--- config.mk ---
export PLATFORM = sky130hd
export DESIGN_NAME = murmur3_32_stream_hash_flat
export DESIGN_NICKNAME = d
export VERILOG_FILES = /design/src/hdl/mm3_pkg.sv /design/src/hdl/mm3_if.sv /design/src/hdl/mm3_front.sv /design/src/hdl/mm3_cmd_fifo.sv /design/src/hdl/mm3_back.sv /design/src/hdl/murmur3_32_stream_hash.sv /design/src/flat_wrapper.sv
export SDC_FILE = /design/constraint.sdc
export NUM_CORES = 2
export LEC_CHECK = 0
export ABC_CLOCK_PERIOD_IN_PS = 14960
export BUFFER_PORTS_ARGS = -buffer_cell sky130_fd_sc_hd__buf_2
export CORE_ASPECT_RATIO = 1.75
export CORE_MARGIN = 10
export CORE_UTILIZATION = 25
export DETAILED_ROUTE_END_ITERATION = 12
export PLACE_DENSITY = 0.49
export SLEW_MARGIN = 10
export SYNTH_ARGS = -nofsm -noshare
export SYNTH_HDL_FRONTEND = slang
export SYNTH_HIERARCHICAL = 1
export SYNTH_SLANG_ARGS = --single-unit
--- constraint.sdc ---
create_clock -name clk -period 14.96 [get_ports clk]
set_input_delay 1.496 -clock clk [delete_from_list [all_inputs] [get_ports clk]]
set_output_delay 1.496 -clock clk [all_outputs]
set_load 0.01 [all_outputs]
--- src/hdl/mm3_pkg.sv ---
`timescale 1ns / 1ps
`default_nettype none
// ----------------------------------------------------------------------------
// mm3_pkg: shared types and constants
// Command word passed from the byte packer to the mixing unit, the mixing
// constants, the rotate helper and the sequencer states.
// ----------------------------------------------------------------------------
package mm3_pkg;

  localparam int unsigned MM3_FIFO_DEPTH = 4;

  localparam logic [31:0] MM3_C1  = 32'hcc9e2d51;
  localparam logic [31:0] MM3_C2  = 32'h1b873593;
  localparam logic [31:0] MM3_ADD = 32'he6546b64;
  localparam logic [31:0] MM3_F1  = 32'h85ebca6b;
  localparam logic [31:0] MM3_F2  = 32'hc2b2ae35;

  localparam logic [4:0] MM3_ROT_K = 5'd15;
  localparam logic [4:0] MM3_ROT_H = 5'd13;

  // blk_en: word is a full block to mix; fin_en: finalize after it
  // seed: seed of the message, loaded by the mixing unit when first is set
  typedef struct packed {
    logic        blk_en;
    logic        fin_en;
    logic        first;
    logic [31:0] seed;
    logic [31:0] word;
    logic [23:0] tail;
    logic [1:0]  phase;
    logic [31:0] count;
  } mm3_cmd_t;

  typedef enum logic [2:0] {
    BK_IDLE,
    BK_K1,
    BK_K2,
    BK_MIX,
    BK_F0,
    BK_F1,
    BK_OUT
  } mm3_state_t;

  // rotate left, r is a nonzero constant at every call
  function automatic logic [31:0] mm3_rotl(input logic [31:0] x, input logic [4:0] r);
    logic [5:0] rs;
    rs = 6'd32 - {1'b0, r};
    return (x << r) | (x >> rs);
  endfunction

endpackage
`default_nettype wire

--- src/hdl/mm3_if.sv ---
`timescale 1ns / 1ps
`default_nettype none
// ----------------------------------------------------------------------------
// mm3 channel interfaces
// Byte input channel and hash result channel, valid/ready handshake.
// ----------------------------------------------------------------------------
interface mm3_byte_if;
  logic       valid;
  logic       ready;
  logic [7:0] data_byte;
  logic       has_byte;
  logic       last;

  modport source (output valid, data_byte, has_byte, last, input ready);
  modport sink   (input valid, data_byte, has_byte, last, output ready);
endinterface

interface mm3_hash_if;
  logic        valid;
  logic        ready;
  logic [31:0] hash_value;

  modport source (output valid, hash_value, input ready);
  modport sink   (input valid, hash_value, output ready);
endinterface
`default_nettype wire

--- src/hdl/mm3_front.sv ---
`timescale 1ns / 1ps
`default_nettype none
// ----------------------------------------------------------------------------
// mm3_front: byte packer
// Packs bytes little-endian into blocks, counts message bytes and issues a
// command for every full block and for every message end.
// ----------------------------------------------------------------------------
module mm3_front (
  input  wire logic             clk,
  input  wire logic             rst_n,
  input  wire logic [31:0]      seed,
  mm3_byte_if.sink              in_ch,
  input  wire logic             q_full,
  output logic                  q_push,
  output mm3_pkg::mm3_cmd_t     q_cmd
);
  import mm3_pkg::*;

  logic [23:0] partial_r, partial_nxt;
  logic [1:0]  phase_r, phase_nxt;
  logic [31:0] count_r, count_nxt;
  logic        first_r, first_nxt;
  logic        open_r, open_nxt;
  logic [31:0] mseed_r, mseed_nxt;

  logic        xfer;
  logic        blk;
  logic [23:0] part_b;
  logic [1:0]  phase_b;
  logic [31:0] count_b;

  assign in_ch.ready = !q_full;
  assign xfer        = in_ch.valid && in_ch.ready;
  assign blk         = in_ch.has_byte && (phase_r == 2'd3);

  always_comb begin
    part_b  = partial_r;
    phase_b = phase_r;
    count_b = count_r;
    if (in_ch.has_byte) begin
      count_b = count_r + 32'd1;
      phase_b = phase_r + 2'd1;
      if (blk) begin
        part_b = '0;
      end else begin
        part_b = partial_r | (24'(in_ch.data_byte) << {phase_r, 3'b000});
      end
    end
  end

  always_comb begin
    q_cmd.blk_en = blk;
    q_cmd.fin_en = in_ch.last;
    q_cmd.first  = first_r;
    q_cmd.seed   = open_r ? mseed_r : seed;
    q_cmd.word   = {in_ch.data_byte, partial_r};
    q_cmd.tail   = part_b;
    q_cmd.phase  = phase_b;
    q_cmd.count  = count_b;
    q_push       = xfer && (blk || in_ch.last);
  end

  always_comb begin
    partial_nxt = partial_r;
    phase_nxt   = phase_r;
    count_nxt   = count_r;
    first_nxt   = first_r;
    open_nxt    = open_r;
    mseed_nxt   = mseed_r;
    if (xfer && (in_ch.has_byte || in_ch.last)) begin
      if (in_ch.last) begin
        partial_nxt = '0;
        phase_nxt   = '0;
        count_nxt   = '0;
        first_nxt   = 1'b1;
        open_nxt    = 1'b0;
      end else begin
        partial_nxt = part_b;
        phase_nxt   = phase_b;
        count_nxt   = count_b;
        open_nxt    = 1'b1;
        if (!open_r) begin
          mseed_nxt = seed;
        end
        if (blk) begin
          first_nxt = 1'b0;
        end
      end
    end
  end

  always_ff @(posedge clk) begin
    if (!rst_n) begin
      partial_r <= '0;
      phase_r   <= '0;
      count_r   <= '0;
      first_r   <= 1'b1;
      open_r    <= 1'b0;
      mseed_r   <= '0;
    end else begin
      partial_r <= partial_nxt;
      phase_r   <= phase_nxt;
      count_r   <= count_nxt;
      first_r   <= first_nxt;
      open_r    <= open_nxt;
      mseed_r   <= mseed_nxt;
    end
  end

endmodule
`default_nettype wire

--- src/hdl/mm3_cmd_fifo.sv ---
`timescale 1ns / 1ps
`default_nettype none
// ----------------------------------------------------------------------------
// mm3_cmd_fifo: command queue
// Small register FIFO between the byte packer and the mixing unit.
// ----------------------------------------------------------------------------
module mm3_cmd_fifo #(
  parameter int unsigned DEPTH = mm3_pkg::MM3_FIFO_DEPTH
) (
  input  wire logic              clk,
  input  wire logic              rst_n,
  input  wire logic              push,
  input  wire mm3_pkg::mm3_cmd_t push_cmd,
  input  wire logic              pop,
  output mm3_pkg::mm3_cmd_t      head_cmd,
  output logic                   full,
  output logic                   empty
);
  import mm3_pkg::*;

  localparam int unsigned AW = $clog2(DEPTH);
  localparam int unsigned CW = $clog2(DEPTH + 1);
  localparam logic [AW-1:0] LAST_PTR = AW'(DEPTH - 1);

  mm3_cmd_t      mem_r [DEPTH];
  logic [AW-1:0] wr_ptr_r, wr_ptr_nxt;
  logic [AW-1:0] rd_ptr_r, rd_ptr_nxt;
  logic [CW-1:0] cnt_r, cnt_nxt;
  logic          do_push, do_pop;

  assign full     = (cnt_r == CW'(DEPTH));
  assign empty    = (cnt_r == '0);
  assign head_cmd = mem_r[rd_ptr_r];
  assign do_push  = push && !full;
  assign do_pop   = pop && !empty;

  always_comb begin
    wr_ptr_nxt = wr_ptr_r;
    rd_ptr_nxt = rd_ptr_r;
    cnt_nxt    = cnt_r;
    if (do_push) begin
      wr_ptr_nxt = (wr_ptr_r == LAST_PTR) ? '0 : wr_ptr_r + AW'(1);
    end
    if (do_pop) begin
      rd_ptr_nxt = (rd_ptr_r == LAST_PTR) ? '0 : rd_ptr_r + AW'(1);
    end
    if (do_push && !do_pop) begin
      cnt_nxt = cnt_r + CW'(1);
    end else if (do_pop && !do_push) begin
      cnt_nxt = cnt_r - CW'(1);
    end
  end

  always_ff @(posedge clk) begin
    if (!rst_n) begin
      wr_ptr_r <= '0;
      rd_ptr_r <= '0;
      cnt_r    <= '0;
    end else begin
      wr_ptr_r <= wr_ptr_nxt;
      rd_ptr_r <= rd_ptr_nxt;
      cnt_r    <= cnt_nxt;
    end
  end

  always_ff @(posedge clk) begin
    if (do_push) begin
      mem_r[wr_ptr_r] <= push_cmd;
    end
  end

endmodule
`default_nettype wire

--- src/hdl/mm3_back.sv ---
`timescale 1ns / 1ps
`default_nettype none
// ----------------------------------------------------------------------------
// mm3_back: mixing unit
// Sequencer around one shared 32x32 multiplier: block scramble and mix,
// tail scramble, length fold and final avalanche, output register.
// ----------------------------------------------------------------------------
module mm3_back (
  input  wire logic              clk,
  input  wire logic              rst_n,
  input  wire mm3_pkg::mm3_cmd_t head_cmd,
  input  wire logic              q_empty,
  output logic                   q_pop,
  mm3_hash_if.source             out_ch
);
  import mm3_pkg::*;

  mm3_state_t  state_r, state_nxt;
  mm3_cmd_t    cmd_r, cmd_nxt;
  logic [31:0] hash_r, hash_nxt;
  logic [31:0] acc_r, acc_nxt;
  logic        out_valid_r, out_valid_nxt;
  logic [31:0] out_hash_r, out_hash_nxt;

  logic [31:0] mul_a, mul_b, prod;
  logic [31:0] mix, tail_k, fin_t;
  logic        out_free;
  logic        head_k1;

  assign prod     = mul_a * mul_b;
  assign out_free = !out_valid_r || out_ch.ready;
  assign head_k1  = head_cmd.blk_en || (head_cmd.phase != 2'd0);

  assign out_ch.valid      = out_valid_r;
  assign out_ch.hash_value = out_hash_r;

  always_comb begin
    state_nxt = state_r;
    case (state_r)
      BK_IDLE: begin
        if (!q_empty) begin
          state_nxt = head_k1 ? BK_K1 : BK_F0;
        end
      end
      BK_K1: state_nxt = BK_K2;
      BK_K2: state_nxt = cmd_r.blk_en ? BK_MIX : BK_F0;
      BK_MIX: begin
        if (!cmd_r.fin_en) begin
          state_nxt = BK_IDLE;
        end else begin
          state_nxt = (cmd_r.phase != 2'd0) ? BK_K1 : BK_F0;
        end
      end
      BK_F0: state_nxt = BK_F1;
      BK_F1: state_nxt = BK_OUT;
      BK_OUT: begin
        if (out_free) begin
          state_nxt = BK_IDLE;
        end
      end
      default: state_nxt = BK_IDLE;
    endcase
  end

  always_comb begin
    cmd_nxt       = cmd_r;
    hash_nxt      = hash_r;
    acc_nxt       = acc_r;
    q_pop         = 1'b0;
    mul_a         = acc_r;
    mul_b         = MM3_C1;
    mix           = mm3_rotl(hash_r ^ acc_r, MM3_ROT_H);
    tail_k        = (cmd_r.phase != 2'd0) ? acc_r : '0;
    fin_t         = hash_r ^ tail_k ^ cmd_r.count;
    out_valid_nxt = out_valid_r && !out_ch.ready;
    out_hash_nxt  = out_hash_r;
    case (state_r)
      BK_IDLE: begin
        if (!q_empty) begin
          q_pop   = 1'b1;
          cmd_nxt = head_cmd;
          if (head_cmd.first) begin
            hash_nxt = head_cmd.seed;
          end
        end
      end
      BK_K1: begin
        mul_a   = cmd_r.blk_en ? cmd_r.word : {8'h00, cmd_r.tail};
        mul_b   = MM3_C1;
        acc_nxt = prod;
      end
      BK_K2: begin
        mul_a   = mm3_rotl(acc_r, MM3_ROT_K);
        mul_b   = MM3_C2;
        acc_nxt = prod;
      end
      BK_MIX: begin
        hash_nxt       = (mix << 2) + mix + MM3_ADD;
        cmd_nxt.blk_en = 1'b0;
      end
      BK_F0: begin
        mul_a   = fin_t ^ (fin_t >> 16);
        mul_b   = MM3_F1;
        acc_nxt = prod;
      end
      BK_F1: begin
        mul_a   = acc_r ^ (acc_r >> 13);
        mul_b   = MM3_F2;
        acc_nxt = prod;
      end
      BK_OUT: begin
        if (out_free) begin
          out_valid_nxt = 1'b1;
          out_hash_nxt  = acc_r ^ (acc_r >> 16);
        end
      end
      default: begin
        cmd_nxt = cmd_r;
      end
    endcase
  end

  always_ff @(posedge clk) begin
    if (!rst_n) begin
      state_r     <= BK_IDLE;
      out_valid_r <= 1'b0;
    end else begin
      state_r     <= state_nxt;
      out_valid_r <= out_valid_nxt;
    end
  end

  always_ff @(posedge clk) begin
    cmd_r      <= cmd_nxt;
    hash_r     <= hash_nxt;
    acc_r      <= acc_nxt;
    out_hash_r <= out_hash_nxt;
  end

endmodule
`default_nettype wire

--- src/hdl/murmur3_32_stream_hash.sv ---
`timescale 1ns / 1ps
`default_nettype none
// ----------------------------------------------------------------------------
// murmur3_32_stream_hash: streaming MurmurHash3 x86 32-bit
// Bytes enter one per transfer, the transfer with last closes the message
// and one hash transfer follows. Input takes one byte per cycle as long as
// the command queue has room. The mixing unit shares one multiplier: a full
// block runs through IDLE, K1, K2 and MIX there, so a steady stream of one
// byte per cycle is held; a message end runs block or tail scramble, then
// avalanche, before the hash is registered at the output. The seed is taken
// at the first transfer of each message; a seed written mid-message applies
// from the next message on.
// ----------------------------------------------------------------------------
module murmur3_32_stream_hash #(
  parameter int unsigned FIFO_DEPTH = mm3_pkg::MM3_FIFO_DEPTH
) (
  input  wire logic        clk,
  input  wire logic        rst_n,
  input  wire logic        cfg_wr_en,
  input  wire logic [31:0] cfg_wr_data,
  mm3_byte_if.sink         in_ch,
  mm3_hash_if.source       out_ch
);
  import mm3_pkg::*;

  logic [31:0] seed_r;
  mm3_cmd_t    push_cmd, head_cmd;
  logic        push, pop, q_full, q_empty;

  always_ff @(posedge clk) begin
    if (!rst_n) begin
      seed_r <= '0;
    end else if (cfg_wr_en) begin
      seed_r <= cfg_wr_data;
    end
  end

  mm3_front u_front (
    .clk    (clk),
    .rst_n  (rst_n),
    .seed   (seed_r),
    .in_ch  (in_ch),
    .q_full (q_full),
    .q_push (push),
    .q_cmd  (push_cmd)
  );

  mm3_cmd_fifo #(
    .DEPTH (FIFO_DEPTH)
  ) u_fifo (
    .clk      (clk),
    .rst_n    (rst_n),
    .push     (push),
    .push_cmd (push_cmd),
    .pop      (pop),
    .head_cmd (head_cmd),
    .full     (q_full),
    .empty    (q_empty)
  );

  mm3_back u_back (
    .clk      (clk),
    .rst_n    (rst_n),
    .head_cmd (head_cmd),
    .q_empty  (q_empty),
    .q_pop    (pop),
    .out_ch   (out_ch)
  );

endmodule
`default_nettype wire
--- src/flat_wrapper.sv ---
// flat-port wrapper written by rule: the top's interface ports become plain ports
module murmur3_32_stream_hash_flat import mm3_pkg::*;
#(
  parameter int unsigned FIFO_DEPTH = mm3_pkg::MM3_FIFO_DEPTH
)
  (clk, rst_n, cfg_wr_en, cfg_wr_data, in_ch_valid, in_ch_data_byte, in_ch_has_byte, in_ch_last, in_ch_ready, out_ch_valid, out_ch_hash_value, out_ch_ready);
  mm3_byte_if in_ch_i ();
  mm3_hash_if out_ch_i ();
  input  wire logic clk;
  input  wire logic rst_n;
  input  wire logic cfg_wr_en;
  input  wire logic [31:0] cfg_wr_data;
  input wire logic [$bits(in_ch_i.valid)-1:0] in_ch_valid;
  input wire logic [$bits(in_ch_i.data_byte)-1:0] in_ch_data_byte;
  input wire logic [$bits(in_ch_i.has_byte)-1:0] in_ch_has_byte;
  input wire logic [$bits(in_ch_i.last)-1:0] in_ch_last;
  output wire logic [$bits(in_ch_i.ready)-1:0] in_ch_ready;
  output wire logic [$bits(out_ch_i.valid)-1:0] out_ch_valid;
  output wire logic [$bits(out_ch_i.hash_value)-1:0] out_ch_hash_value;
  input wire logic [$bits(out_ch_i.ready)-1:0] out_ch_ready;
  assign in_ch_i.valid = in_ch_valid;
  assign in_ch_i.data_byte = in_ch_data_byte;
  assign in_ch_i.has_byte = in_ch_has_byte;
  assign in_ch_i.last = in_ch_last;
  assign in_ch_ready = in_ch_i.ready;
  assign out_ch_valid = out_ch_i.valid;
  assign out_ch_hash_value = out_ch_i.hash_value;
  assign out_ch_i.ready = out_ch_ready;
  murmur3_32_stream_hash #(.FIFO_DEPTH(FIFO_DEPTH)) u_core (.clk(clk), .rst_n(rst_n), .cfg_wr_en(cfg_wr_en), .cfg_wr_data(cfg_wr_data), .in_ch(in_ch_i), .out_ch(out_ch_i));
endmodule
==> results.toml <==
[placement]
gp_congestion = 1.04
dpl-instance-area_sq_um = 53600
portBuffers = 80
dp_hpwl_um = 137000
pre_cts_ws_ps = 4780

[yosys]
ys_top_cells_by_area = "edfxtp_1, fa_1, mux4_2"
synth-seq-cells = 825
synth_most_common_cell = "edfxtp_1"
syn_avg_cell_area_sq_um = 12.7
ys_seq_area_frac = 0.465
ys_warn_count = 6
synthArstFlopShare = 0
netlist_instances = 3962
yosysUniqueCellTypes = 111
synth_top_area_frac = 0.411
synth_common_cells = "edfxtp_1, inv_1, fa_1"
synth_edf_count = 688
synth_nets = 4604
synthFlopType = "edfxtp_1"
yosys.area.top_type = "edfxtp_1"
syn_area_sq_um = 50300

[setup_path]
slowest_delay_ps = 940
cp_slowest_cell = "a21oi_1"
startpoint_type = "flip-flop"
crit_required_ps = 15400
cp_max_fo = 31
worstReg2RegStart = "u_core/u_back/state_r[1]"
cp.arrival_ps = 10820
path_class = "flip-flop to flip-flop"
cp-end-kind = "flip-flop"
worstReg2RegEnd = "u_core/u_back/acc_r[31]"
rrSetupSlack_ps = 4580
cp_common_cell = "fa_1"
reg2reg_depth = 28

[grt]
grt_util_all_layers = 0.161
grt_max_degree = 63
antenna_found_initial = 21
grt_pass1_wl_um = 252000
grt_pass1_vias = 33019
grt_overflow_total = 0

[cts]
post-cts-setup-buffer-count = 0
clockBufferDepth = 3
htreeDepth = 3
cts.clk_slew.worst_paths_ps = 60
cts_tree = "built"
root_buffer = "clkbuf_16"
cts_buffers = 82
ctsResizeCount = 0
cts_hold_buf = 0
cts_sinks = 825
clock_latency_ps = 720

[final_layout]
postLayoutCellArea_sq_um = 56400
drive_above_1_share = 0.134
multiInputGateArea_sq_um = 23600
area_delta_synth_final_pct = 12.1
finalNetCount = 4653
nFillCells = 20755
seq_area_sq_um = 23400

[floorplanning]
ios = 81
start_util = 0.252
die_y_um = 613
row_count = 217
coreArea_sq_um = 200000
die_area_sq_um = 220000
die_width_um = 359

[timing]
max_freq_ghz = 0.0963
setup_viol = 0
fin_crit_ps = 10380
worst_slack_ps = 4580
whs_ps = 491
skew_ps = 62.9
report.final.slew_viol_count = 0
rsz0062_at_grt = "false"
fin_crit_sh = 0.694
finalHoldViolCount = 0
setup_tns_ps = 0
worstMarginPinSlew_ps = 1480
relSlewSlack = 0.00178

[min_path]
hp-start = "u_core/u_front/mseed_r[23]"
holdCritPathClass = "flip-flop to flip-flop"
min_path_cells = 2
min_to = "u_core/u_front/mseed_r[23]"

[routing]
highest_layer = "met5"
via_per_inst = 4.61
wl_met3_um = 9740
drt_pass1_iterations = 7
drc = 0
wirelength_met1_um = 61400
num_vias = 30952
wire_per_inst_um = 27.0
drt_iter0_markers = 2012
ant_nets = 0
wl_met2_um = 90500
totalWireLength_um = 181000

[run_status]
status = "finished, violations left"
violations = "max-capacitance violations"

[flow_run]
cap_violations = 1
per-layer routing:
layer  vias to the layer above  GRT usage
met1                     15855      0.158
met3                       487     0.0351
met4                        20      0.148
met2                       969      0.283
met5                         -          0
li1                      13621          -
cells by family after synthesis:
group	share of synthesized area
AO/OA/AOI/OAI	0.0587
XOR/XNOR	0.0493
adder cells (fa/ha/maj)	0.206
buffers and inverters	0.0669
flip-flops	0.465
multiplexers	0.0766
AND/OR/NAND/NOR	0.0771
through the flow:
step | util | std cells
global placement | 0.268 | 6553
finish | 0.282 | 6713
global route | 0.282 | 6708
floorplan | - | 3962
detailed placement | 0.268 | 6554
CTS | 0.282 | 6705
critical path: cells and delay by family, from the launching register on:
family	cells	cell delay (ps)
compound gates	3	1550
simple gates	2	880
buf+inv	6	990
flops	1	870
fa+ha+maj	8	3570
xor+xnor	9	2220
registers in the layout, indices dropped and copies added (netlist names), named ones only:
register and cells:
u_core/u_fifo/mem_r 500, u_core/u_back/cmd_r 92, u_core/seed_r 32, u_core/u_back/acc_r 32, u_core/u_back/hash_r 32, u_core/u_back/out_ch.hash_value 32
u_core/u_front/count_r 32, u_core/u_front/mseed_r 32, u_core/u_front/partial_r 24, u_core/u_back/state_r 3, u_core/u_fifo/cnt_r 3, u_core/u_fifo/rd_ptr_r 2
u_core/u_fifo/wr_ptr_r 2, u_core/u_front/phase_r 2, u_core/u_back/out_ch.valid 1, u_core/u_front/first_r 1, u_core/u_front/open_r 1
layout make-up:
class	instances	area share
flip-flops and latches	825	0.415
well taps	2628	0.0583
clock inverters	42	0.00799
clock buffers	109	0.0403
repair buffers	164	0.0183
diodes	7	0.000311
inverters	613	0.0409
multi-input cells	2325	0.419
worst max path at each step:
stage / startpoint / endpoint / slack [ps] / depth (start not counted)
final: u_core/u_back/state_r[1] / u_core/u_back/acc_r[31] / 4580 / 28
after global routing: u_core/u_back/state_r[1] / u_core/u_back/acc_r[31] / 4110 / 28
after CTS: u_core/u_back/state_r[0] / u_core/u_back/acc_r[31] / 4760 / 26
after detailed placement: u_core/u_back/state_r[0] / u_core/u_back/acc_r[31] / 4780 / 26
after global placement: u_core/u_back/state_r[0] / u_core/u_back/acc_r[31] / 4770 / 26
after floorplan: u_core/u_back/state_r[2] / u_core/u_fifo/cnt_r[2] / 2500 / 11
layout by cell type (no fill, tap or decap), types with 25 or more instances in the layout:
cell type    n
o21ai_0     99
mux4_2     125
nor2b_1     50
fa_1       390
nand2_1    235
and2_1      25
mux2i_1     54
nand3_1     35
a21o_1      34
a31oi_1     25
dfxtp_1    135
inv_1      604
buf_4       84
a21oi_1    117
ha_1       205
nor2_1     247
edfxtp_1   688
clkbuf_16   83
nor3_1      50
mux2_2      42
buf_2       80
xnor2_1    181
xor2_1      85
Power is left out: the tool's default activity adds up to more than one toggle a clock period on the data nets, which glitch-free logic cannot reach.
